## config.mk

```make
export PLATFORM = sky130hd
export DESIGN_NAME = debounced_meter_pulse_counter
export DESIGN_NICKNAME = d
export VERILOG_FILES = /design/src/dmpc_pkg.sv /design/src/dmpc_step.sv /design/src/debounced_meter_pulse_counter.sv
export VERILOG_INCLUDE_DIRS = /design/src /design/src/src
export SDC_FILE = /design/constraint.sdc
export NUM_CORES = 1
export LEC_CHECK = 0
export BUFFER_PORTS_ARGS = -buffer_cell sky130_fd_sc_hd__buf_2
export CAP_MARGIN = 5
export CORE_MARGIN = 5
export CORE_UTILIZATION = 40
export CTS_BUF_LIST = sky130_fd_sc_hd__clkbuf_2
export DETAILED_ROUTE_END_ITERATION = 7
export SYNTH_ARGS = -nofsm -noshare
export SYNTH_HDL_FRONTEND = slang
export SYNTH_SLANG_ARGS = --single-unit
```

## constraint.sdc

```tcl
create_clock -name clk -period 3.45 [get_ports clk]
set_input_delay 0.69 -clock clk [delete_from_list [all_inputs] [get_ports clk]]
set_output_delay 0.69 -clock clk [all_outputs]
set_load 0.02 [all_outputs]
```

## src/debounced_meter_pulse_counter_defines.svh

```systemverilog
// Assertion macros used by the top-level RTL of the debounced meter pulse counter.
`ifndef DEBOUNCED_METER_PULSE_COUNTER_DEFINES_SVH
`define DEBOUNCED_METER_PULSE_COUNTER_DEFINES_SVH

// Same-cycle implication, disabled while reset is asserted.
`define DMPC_ASSERT_NOW(label, clock, resetn, ante, cons) \
    label: assert property (@(posedge clock) disable iff (!(resetn)) \
        (ante) |-> (cons)) else $error("dmpc assertion failed");

// Next-cycle implication, disabled while reset is asserted.
`define DMPC_ASSERT_NEXT(label, clock, resetn, ante, cons) \
    label: assert property (@(posedge clock) disable iff (!(resetn)) \
        (ante) |=> (cons)) else $error("dmpc assertion failed");

`endif

```

## src/dmpc_pkg.sv

```systemverilog
`default_nettype none

package dmpc_pkg;

    // Field and state widths.
    localparam int unsigned LEVEL_W   = 4;
    localparam int unsigned PARTIAL_W = 16;
    localparam int unsigned TOTAL_W   = 20;
    localparam int unsigned MODE_W    = 4;
    localparam int unsigned CFG_IDX_W = 2;
    localparam int unsigned CFG_DATA_W = 16;

    // Default parameter values.
    localparam int unsigned DEF_DEBOUNCE_LEVEL   = 8;
    localparam int unsigned DEF_WRAP_FIVE_DIGITS = 100000;
    localparam int unsigned DEF_WRAP_SIX_DIGITS  = 1000000;

    // Register indexes of the configuration port.
    localparam logic [CFG_IDX_W-1:0] REG_DIGIT_MODE      = CFG_IDX_W'(0);
    localparam logic [CFG_IDX_W-1:0] REG_PULSES_PER_UNIT = CFG_IDX_W'(1);

    // Register reset values, and the digit mode code that selects the six-digit wrap.
    localparam logic [MODE_W-1:0]    MODE_RESET = MODE_W'(5);
    localparam logic [MODE_W-1:0]    MODE_SIX_DIGITS = MODE_W'(6);
    localparam logic [PARTIAL_W-1:0] PPU_RESET  = PARTIAL_W'(1000);

    // Action codes.
    localparam logic ACTION_POLL  = 1'b0;
    localparam logic ACTION_CLEAR = 1'b1;

    // Counter state carried from one item to the next.
    typedef struct packed {
        logic [LEVEL_W-1:0]   level;
        logic [PARTIAL_W-1:0] partial;
        logic [TOTAL_W-1:0]   total;
    } meter_state_t;

    // Per-item flags produced alongside the new state.
    typedef struct packed {
        logic counted;
        logic advanced;
        logic settling;
    } step_flags_t;

endpackage

`default_nettype wire

```

## src/dmpc_step.sv

```systemverilog
`default_nettype none

// Next-state logic for one sample: integrator, prescaler and wrapped total.
module dmpc_step #(
    parameter int unsigned DEBOUNCE_LEVEL   = dmpc_pkg::DEF_DEBOUNCE_LEVEL,
    parameter int unsigned WRAP_FIVE_DIGITS = dmpc_pkg::DEF_WRAP_FIVE_DIGITS,
    parameter int unsigned WRAP_SIX_DIGITS  = dmpc_pkg::DEF_WRAP_SIX_DIGITS
) (
    input  wire logic                               action,
    input  wire logic                               pulse_level,
    input  wire logic [dmpc_pkg::MODE_W-1:0]        digit_mode,
    input  wire logic [dmpc_pkg::PARTIAL_W-1:0]     pulses_per_unit,
    input  wire dmpc_pkg::meter_state_t             state_cur,
    output dmpc_pkg::meter_state_t                  state_new,
    output dmpc_pkg::step_flags_t                   flags
);

    localparam int unsigned LW = dmpc_pkg::LEVEL_W;
    localparam int unsigned PW = dmpc_pkg::PARTIAL_W;
    localparam int unsigned TW = dmpc_pkg::TOTAL_W;

    localparam logic [LW-1:0] LEVEL_TOP    = LW'(DEBOUNCE_LEVEL);
    localparam logic [LW-1:0] LEVEL_BOTTOM = LW'(1);
    localparam logic [TW:0]   LIMIT_FIVE   = (TW+1)'(WRAP_FIVE_DIGITS);
    localparam logic [TW:0]   LIMIT_SIX    = (TW+1)'(WRAP_SIX_DIGITS);

    logic [LW-1:0] level_next;
    logic          counted;
    logic [PW-1:0] partial_inc;
    logic [TW:0]   total_inc;
    logic [TW:0]   limit;
    logic [TW:0]   total_wrapped;

    always_comb
    begin
        counted    = 1'b0;
        level_next = state_cur.level;
        if (pulse_level == 1'b0)
        begin
            if (state_cur.level != LEVEL_TOP)
            begin
                level_next = state_cur.level + LW'(1);
                counted    = (level_next == LEVEL_TOP);
            end
        end
        else if (state_cur.level != LEVEL_BOTTOM)
        begin
            level_next = state_cur.level - LW'(1);
        end
    end

    assign partial_inc   = state_cur.partial + PW'(1);
    assign total_inc     = {1'b0, state_cur.total} + (TW+1)'(1);
    assign limit         = (digit_mode == dmpc_pkg::MODE_SIX_DIGITS) ? LIMIT_SIX : LIMIT_FIVE;
    assign total_wrapped = (total_inc >= limit) ? (total_inc - limit) : total_inc;

    always_comb
    begin
        state_new      = state_cur;
        flags.counted  = 1'b0;
        flags.advanced = 1'b0;
        flags.settling = 1'b0;
        case (action)
            dmpc_pkg::ACTION_CLEAR:
            begin
                state_new.level   = LEVEL_BOTTOM;
                state_new.partial = '0;
            end
            default:
            begin
                state_new.level = level_next;
                flags.counted   = counted;
                flags.settling  = (level_next != LEVEL_BOTTOM) && (level_next != LEVEL_TOP);
                if (counted)
                begin
                    if (partial_inc == pulses_per_unit)
                    begin
                        state_new.partial = '0;
                        state_new.total   = total_wrapped[TW-1:0];
                        flags.advanced    = 1'b1;
                    end
                    else
                    begin
                        state_new.partial = partial_inc;
                    end
                end
            end
        endcase
    end

endmodule

`default_nettype wire

```

## src/debounced_meter_pulse_counter.sv

```systemverilog
// Channel  | Handshake                     | Payload
// ---------+-------------------------------+------------------------------------------
// sample   | sample_valid / sample_ready   | action, pulse_level
// result   | result_valid / result_ready   | total_units, partial_pulses, pulse_counted,
//          |                               | unit_advanced, settling
// config   | cfg_we (no wait)              | cfg_index, cfg_data
//
// Each accepted item produces exactly one result item on the next clock edge.
// One item per cycle is sustained while result_ready is high; the integrator, prescaler
// and total update in a single combinational step between state and result registers.
// sample_ready is low only while a result item is held and result_ready is low.
// Asynchronous active-low reset sets integrator to 1, counts to 0, digit_mode to 5,
// pulses_per_unit to 1000, and empties the result register.
`default_nettype none

`include "debounced_meter_pulse_counter_defines.svh"

module debounced_meter_pulse_counter #(
    parameter int unsigned DEBOUNCE_LEVEL   = dmpc_pkg::DEF_DEBOUNCE_LEVEL,
    parameter int unsigned WRAP_FIVE_DIGITS = dmpc_pkg::DEF_WRAP_FIVE_DIGITS,
    parameter int unsigned WRAP_SIX_DIGITS  = dmpc_pkg::DEF_WRAP_SIX_DIGITS
) (
    input  wire logic                               clk,
    input  wire logic                               rst_n,

    input  wire logic                               cfg_we,
    input  wire logic [dmpc_pkg::CFG_IDX_W-1:0]     cfg_index,
    input  wire logic [dmpc_pkg::CFG_DATA_W-1:0]    cfg_data,

    input  wire logic                               sample_valid,
    output logic                                    sample_ready,
    input  wire logic                               action,
    input  wire logic                               pulse_level,

    output logic                                    result_valid,
    input  wire logic                               result_ready,
    output logic [dmpc_pkg::TOTAL_W-1:0]            total_units,
    output logic [dmpc_pkg::PARTIAL_W-1:0]          partial_pulses,
    output logic                                    pulse_counted,
    output logic                                    unit_advanced,
    output logic                                    settling
);

    // Configuration registers.
    logic [dmpc_pkg::MODE_W-1:0]    digit_mode_reg;
    logic [dmpc_pkg::PARTIAL_W-1:0] ppu_reg;

    // Counter state; it always matches the most recently produced result item.
    dmpc_pkg::meter_state_t state_reg;
    dmpc_pkg::meter_state_t state_next;
    dmpc_pkg::step_flags_t  flags_next;

    // Result register.
    logic                   result_valid_reg;
    dmpc_pkg::step_flags_t  flags_reg;

    logic accept;

    // The result register frees up in the same cycle its item is taken, so a new
    // item can enter while the previous result leaves.
    assign sample_ready = !result_valid_reg || result_ready;
    assign accept       = sample_valid && sample_ready;

    always_ff @(posedge clk or negedge rst_n)
    begin
        if (!rst_n)
        begin
            digit_mode_reg <= dmpc_pkg::MODE_RESET;
            ppu_reg        <= dmpc_pkg::PPU_RESET;
        end
        else if (cfg_we)
        begin
            case (cfg_index)
                dmpc_pkg::REG_DIGIT_MODE:      digit_mode_reg <= cfg_data[dmpc_pkg::MODE_W-1:0];
                dmpc_pkg::REG_PULSES_PER_UNIT: ppu_reg        <= cfg_data;
                default:                       ;
            endcase
        end
    end

    dmpc_step #(
        .DEBOUNCE_LEVEL   (DEBOUNCE_LEVEL),
        .WRAP_FIVE_DIGITS (WRAP_FIVE_DIGITS),
        .WRAP_SIX_DIGITS  (WRAP_SIX_DIGITS)
    ) u_step (
        .action          (action),
        .pulse_level     (pulse_level),
        .digit_mode      (digit_mode_reg),
        .pulses_per_unit (ppu_reg),
        .state_cur       (state_reg),
        .state_new       (state_next),
        .flags           (flags_next)
    );

    // The state registers double as the count fields of the result item, since
    // a result always shows the state left by its own sample.
    always_ff @(posedge clk or negedge rst_n)
    begin
        if (!rst_n)
        begin
            state_reg.level   <= dmpc_pkg::LEVEL_W'(1);
            state_reg.partial <= '0;
            state_reg.total   <= '0;
            result_valid_reg  <= 1'b0;
        end
        else
        begin
            if (accept)
            begin
                state_reg <= state_next;
            end
            if (accept)
            begin
                result_valid_reg <= 1'b1;
            end
            else if (result_ready)
            begin
                result_valid_reg <= 1'b0;
            end
        end
    end

    // Flag payload needs no reset; it is qualified by result_valid.
    always_ff @(posedge clk)
    begin
        if (accept)
        begin
            flags_reg <= flags_next;
        end
    end

    assign result_valid   = result_valid_reg;
    assign total_units    = state_reg.total;
    assign partial_pulses = state_reg.partial;
    assign pulse_counted  = flags_reg.counted;
    assign unit_advanced  = flags_reg.advanced;
    assign settling       = flags_reg.settling;

    // An advance always comes from a counted pulse and leaves the partial count empty.
    `DMPC_ASSERT_NOW(a_adv_clears_partial, clk, rst_n, result_valid && unit_advanced, partial_pulses == '0)
    `DMPC_ASSERT_NOW(a_adv_needs_pulse, clk, rst_n, result_valid && unit_advanced, pulse_counted)
    // A counted pulse puts the integrator at its top, so it cannot be settling.
    `DMPC_ASSERT_NOW(a_count_not_settling, clk, rst_n, result_valid && pulse_counted, !settling)
    // Every accepted item shows up as a result on the next edge.
    `DMPC_ASSERT_NEXT(a_accept_gives_result, clk, rst_n, sample_valid && sample_ready, result_valid)

endmodule

`default_nettype wire

```

Yosys cells after proc, flatten, opt, wreduce, memory -nomap -nowiden. Cells that the tools add are included.

Bits in registers: 64. Output and inout port bits: 41.

Add/sub/neg operators: 5. $lt $le $gt $ge: 1. Equal/unequal tests: 8. Multiplexer cells: 14. Bitwise logic cells: 2. Reduce and logical (&&, ||, !) cells: 12.

Operators with widths (number): 20-bit 2-to-1 mux (4); 36-bit 2-to-1 mux (1); 20-bit by 1-bit adder with 21-bit output, second input constant (1); 21-bit by 20-bit greater-or-equal comparator with 1-bit output (1); 20-bit subtractor (1); 16-bit by 1-bit adder with 16-bit output, second input constant (1); 16-bit == test (1); 16-bit 2-to-1 mux (1); 4-bit 2-to-1 mux (3); 4-bit by 1-bit != test with 1-bit output, second input constant (2); 4-bit != test, second input constant (2); 2-bit AND reduction (3); 1-bit 2-to-1 mux (5); 4-bit by 1-bit adder with 4-bit output, second input constant (1); 4-bit by 3-bit == test with 1-bit output, second input constant (1); 4-bit == test, second input constant (1); 4-bit AND reduction (1); 2-bit nonzero test (2); 4-bit by 1-bit subtractor with 4-bit output, second input constant (1); 2-bit by 1-bit == test with 1-bit output, second input constant (1); 1-bit logical AND (2); 2-bit logical NOT (1); 1-bit inverter (2); 2-bit OR reduction (1); 2 further kinds (2).

Longest topological paths before layout.
Depth after elaboration: 7. Mapped depth: 16. Gate-level depth less buffers: 14.

Cells and area by module. Synthesis repeated with hierarchy kept, for this count alone.

Cell total of the unflattened synthesis: 560. Area total of the unflattened synthesis: 5366.4 um2.

Modules (own cells, without submodules): debounced_meter_pulse_counter (times used 1, cells each 171, area each 2730.1 um2); dmpc_step (times used 1, cells each 389, area each 2636.3 um2).

Least setup slack after synthesis. No wires, ideal clock.

Kind: register to register. From: register state_reg, in the netlist total_units[0]. To: register state_reg, in the netlist total_units[8]. Library setup time: 0.080 ns. Arrival: 3.702 ns. Required time: 3.370 ns. Setup slack: -0.332 ns. Cell stages (with the launch flop): 16. Buffers on the path: 1. Cell sequence: dfrtp_1 -> ha_1 -> nand4_2 -> nor4_2 -> nand3_1 -> xnor2_1 -> ha_1 -> a21o_1 -> a21o_1 -> a31oi_1 -> o21ai_1 -> o22ai_1 -> clkbuf_1 -> o21ai_0 -> a21oi_1 -> xnor2_1.

Cells in the longest elaborated chain, start to end: 3. Elaborated cells between the ends (all ways): 4.

RTL lines: from (decl) (line debounced_meter_pulse_counter.sv:49) `dmpc_pkg::meter_state_t state_reg;`; from (signal assigned) (line debounced_meter_pulse_counter.sv:110) `state_reg <= state_next;`; 20-bit by 1-bit adder with 21-bit output (*) (line dmpc_step.sv:53) `assign total_inc = {1'b0, state_cur.total} + (TW+1)'(1);`; 20-bit subtractor / 21-bit by 20-bit greater-or-equal comparator with 1-bit output (equally long branches) (line dmpc_step.sv:55) `assign total_wrapped = (total_inc >= limit) ? (total_inc - limit) : total_inc;`; 20-bit 2-to-1 mux (*) (line dmpc_step.sv:55).

Every way passes the cells marked *; elsewhere a longest branch is shown, timed or not. A chain may end at the register's enable or synchronous reset.

Final worst setup path.
From: register state_reg, in the netlist total_units[5]. To: register state_reg, in the netlist total_units[5].

Same word-level chain as after synthesis.

==> results.cfg <==
[yosys]
synth_edf_count = 3
yosys.cell_types.count = 66
synth.area.top_cells = dfrtp_1 (27%), buf_4 (6.3%), xnor2_1 (5.6%)
syn_nets = 592
yosysTopAreaCell = dfrtp_1
ys_ff_latch = 64
synth_top_flop_cell = dfrtp_1
yosysSeqAreaShare_pct = 33.31
ys_async_sr_fraction_pct = 95.31
yosysWarningCount = 0
avgSynthCellArea_um2 = 8.886
netlist_instances = 550
synth_area_um2 = 4887
synthDominantCellAreaShare_pct = 26.63

[cts]
cts_buffer_depth = 2
cts_sinks = 64
numCtsBuffers = 9
clkTransAtPathRegs_ns = 0.19
cts_tree = yes
cts-htree-levels = 3
hold_buffers = 0
worst_skew_pair.late_latency_ns = 0.54
ctsRootBufferMaster = clkbuf_2

[sta]
worst_slack_ns = -0.02047
fin_crit_ns = 3.470
finalSetupTns_ns = -0.02073
slew_headroom_pct = 39.24
setup_viol = 2
max_slew.worst_pin.slew_ns = 0.9087
hold_viol_final = 0
timing.final.crit_share_pct = 100.6
hold-worst-slack_ns = 0.09749
slew_violations = 0
rsz0062_at_grt = true
max_freq_ghz = 0.2881
fin_skew_ns = 0.01389

[critical_path]
worstPathCellList = nand4_4, or2_4, nor2_4, xor2_2, ha_1, nand2b_1, or4_4, and2_0, or4_4, o21ai_4, o22ai_4, buf_4, buf_6, buf_6, nor2b_4, a31oi_1, o22a_1
crit_type = flop to flop
critPathLaunchType = flop
crit_slowest_cell = dfrtp_1
slowest_delay_ns = 0.46
crit_buf_inv = 3
crit_required_ns = 3.90
critPathTopFamily = simple AND/OR/NAND/NOR gates
cp-end-kind = flop
arrival_ns = 3.92
path_max_fanout = 7

[min_path]
hold_path.class = input pin to async pin

[flow_run]
drv_cap = 0

[place]
place.gp.congestion = 0.9059
place_area_um2 = 5669
io_buffer_count = 65
hpwlAfterDp_um = 9837

[power_and_ir_drop]
p_per_area_nw_per_um2 = 279.9
swShare_pct = 33.86
p_leak_nw = 2.829
p_int_w = 0.001145
ir_worst_vdd_mv = 0.1074
seqPwrFrac_pct = 52.2
power_frac_comb_pct = 25.0
p_sw_w = 0.0005863
clkPwrFrac_pct = 22.8
total_power_w = 0.001732

[layout]
final_cell_mix = buf_4 (101), buf_2 (65), dfrtp_1 (50)
final_cell_area_um2 = 6187
n_antenna_cell = 0
drive_gt1_share_pct = 40.98
syn2layout_area_growth_pct = 26.60
fin_nets = 708
final_common_cell = buf_4
final_core_utilization_pct = 51.51
largest_reg_flops = 20

[detailed_routing]
wl_met1_um = 5588
detail_route.wl_per_cell_um = 16.43
drtPass1Iterations = 5
drc = 0
vias = 4590
ant_nets = 0
dr_wl_met2_um = 6814
drt_iter0_markers = 364
totalWireLength_um = 13440
wl_met3_um = 509
dr.max_layer_used = met4
vias_per_cell = 5.611

[die]
design.portCount = 66
core_area_um2 = 12010
chipWidth_um = 120.5
die-area_um2 = 14530
die_h_um = 120.5
start_util_pct = 40.69
row_count = 40

[grt]
grt_max_degree = 40
overflow = 0
grt_pass1_vias = 4500
grt_usage_pct = 18.40
grt_pass1_wl_um = 21680
antenna_found_initial = 0

[run_status]
violations = negative setup slack
status = finished, violations left
final timing paths:
kind | start | endpoint | slack [ns] | cells after the start
max | total_units[5] | total_units[5] | -0.02 | 17
min | rst_n | partial_pulses[6] | 0.1 | 2
max reg2reg | total_units[5] | total_units[5] | -0.02 | 17
min reg2reg | digit_mode_reg[3] | digit_mode_reg[3] | 0.53 | 1
max in group asynchronous | rst_n | total_units[1] | 2.88 | 2
min in group clk | sample_valid | result_valid | 0.35 | 2
logic make-up (layout without fill, tap and decap cells):
logic type / after synthesis / in the layout / share of synthesized area (%)
AO/OA/AOI/OAI: 120 / 120 / 15.36
AND/OR/NAND/NOR: 193 / 193 / 22.66
buffers and inverters: 81 / 202 / 9.549
XOR/XNOR: 49 / 49 / 8.781
multiplexers: 26 / 26 / 5.837
adder cells (fa/ha/maj): 17 / 17 / 4.506
flip-flops: 64 / 64 / 33.31
final cells by class:
cell class,instances,area [µm²]
fillers,1124,5824
multi-input cells,405,3112
flip-flops and latches,64,1630
repair buffers,169,1117
well taps,147,183.9
inverters,17,63.81
clock buffers,11,55.05
clock inverters,5,25.02
synth_stat cells (all sizes together) (11+ instances only):
library cell,count
ha,16
nand3,19
o21ai,38
xnor2,31
nor3,14
inv,17
nand2b,11
xor2,18
nor2,26
nand2,49
buf,49
dfrtp,52
nand4,15
mux2,20
clkbuf,15
a21oi,25
o31ai,11
layer usage:
metal | vias to the layer above | global-route usage, %
met4 | 0 | 10.13
li1 | 2182 | -
met5 | - | 0
met1 | 2236 | 21.68
met3 | 42 | 2.666
met2 | 130 | 32.10
metrics by stage:
stage / std cells / setup WS, ns
2_1_floorplan: 550 / -0.009718
3_3_place_gp: 780 / -0.1694
3_5_place_dp: 780 / -0.1970
4_1_cts: 806 / -0.02876
5_1_grt: 818 / -0.1666
6_report: 818 / -0.02047
timing repair:
item | CTS | global route
pin swaps | 13 | 28
gates resized for setup | 23 | 39
buffers inserted | 10 | 13
gates cloned | 0 | 0
endpoints found under the setup margin | 13 | 15
power by group through the flow:
stage,logic (W),clock network (W),registers [W]
floorplan,0.000301,0,0.000891
global placement,0.000399,0,0.000914
detailed placement,0.000414,0,0.000917
CTS,0.000419,0.000404,0.000903
global route,0.000481,0.000437,0.000916
finish,0.000433,0.000395,0.000904
(Power assumes the default switching activity.)
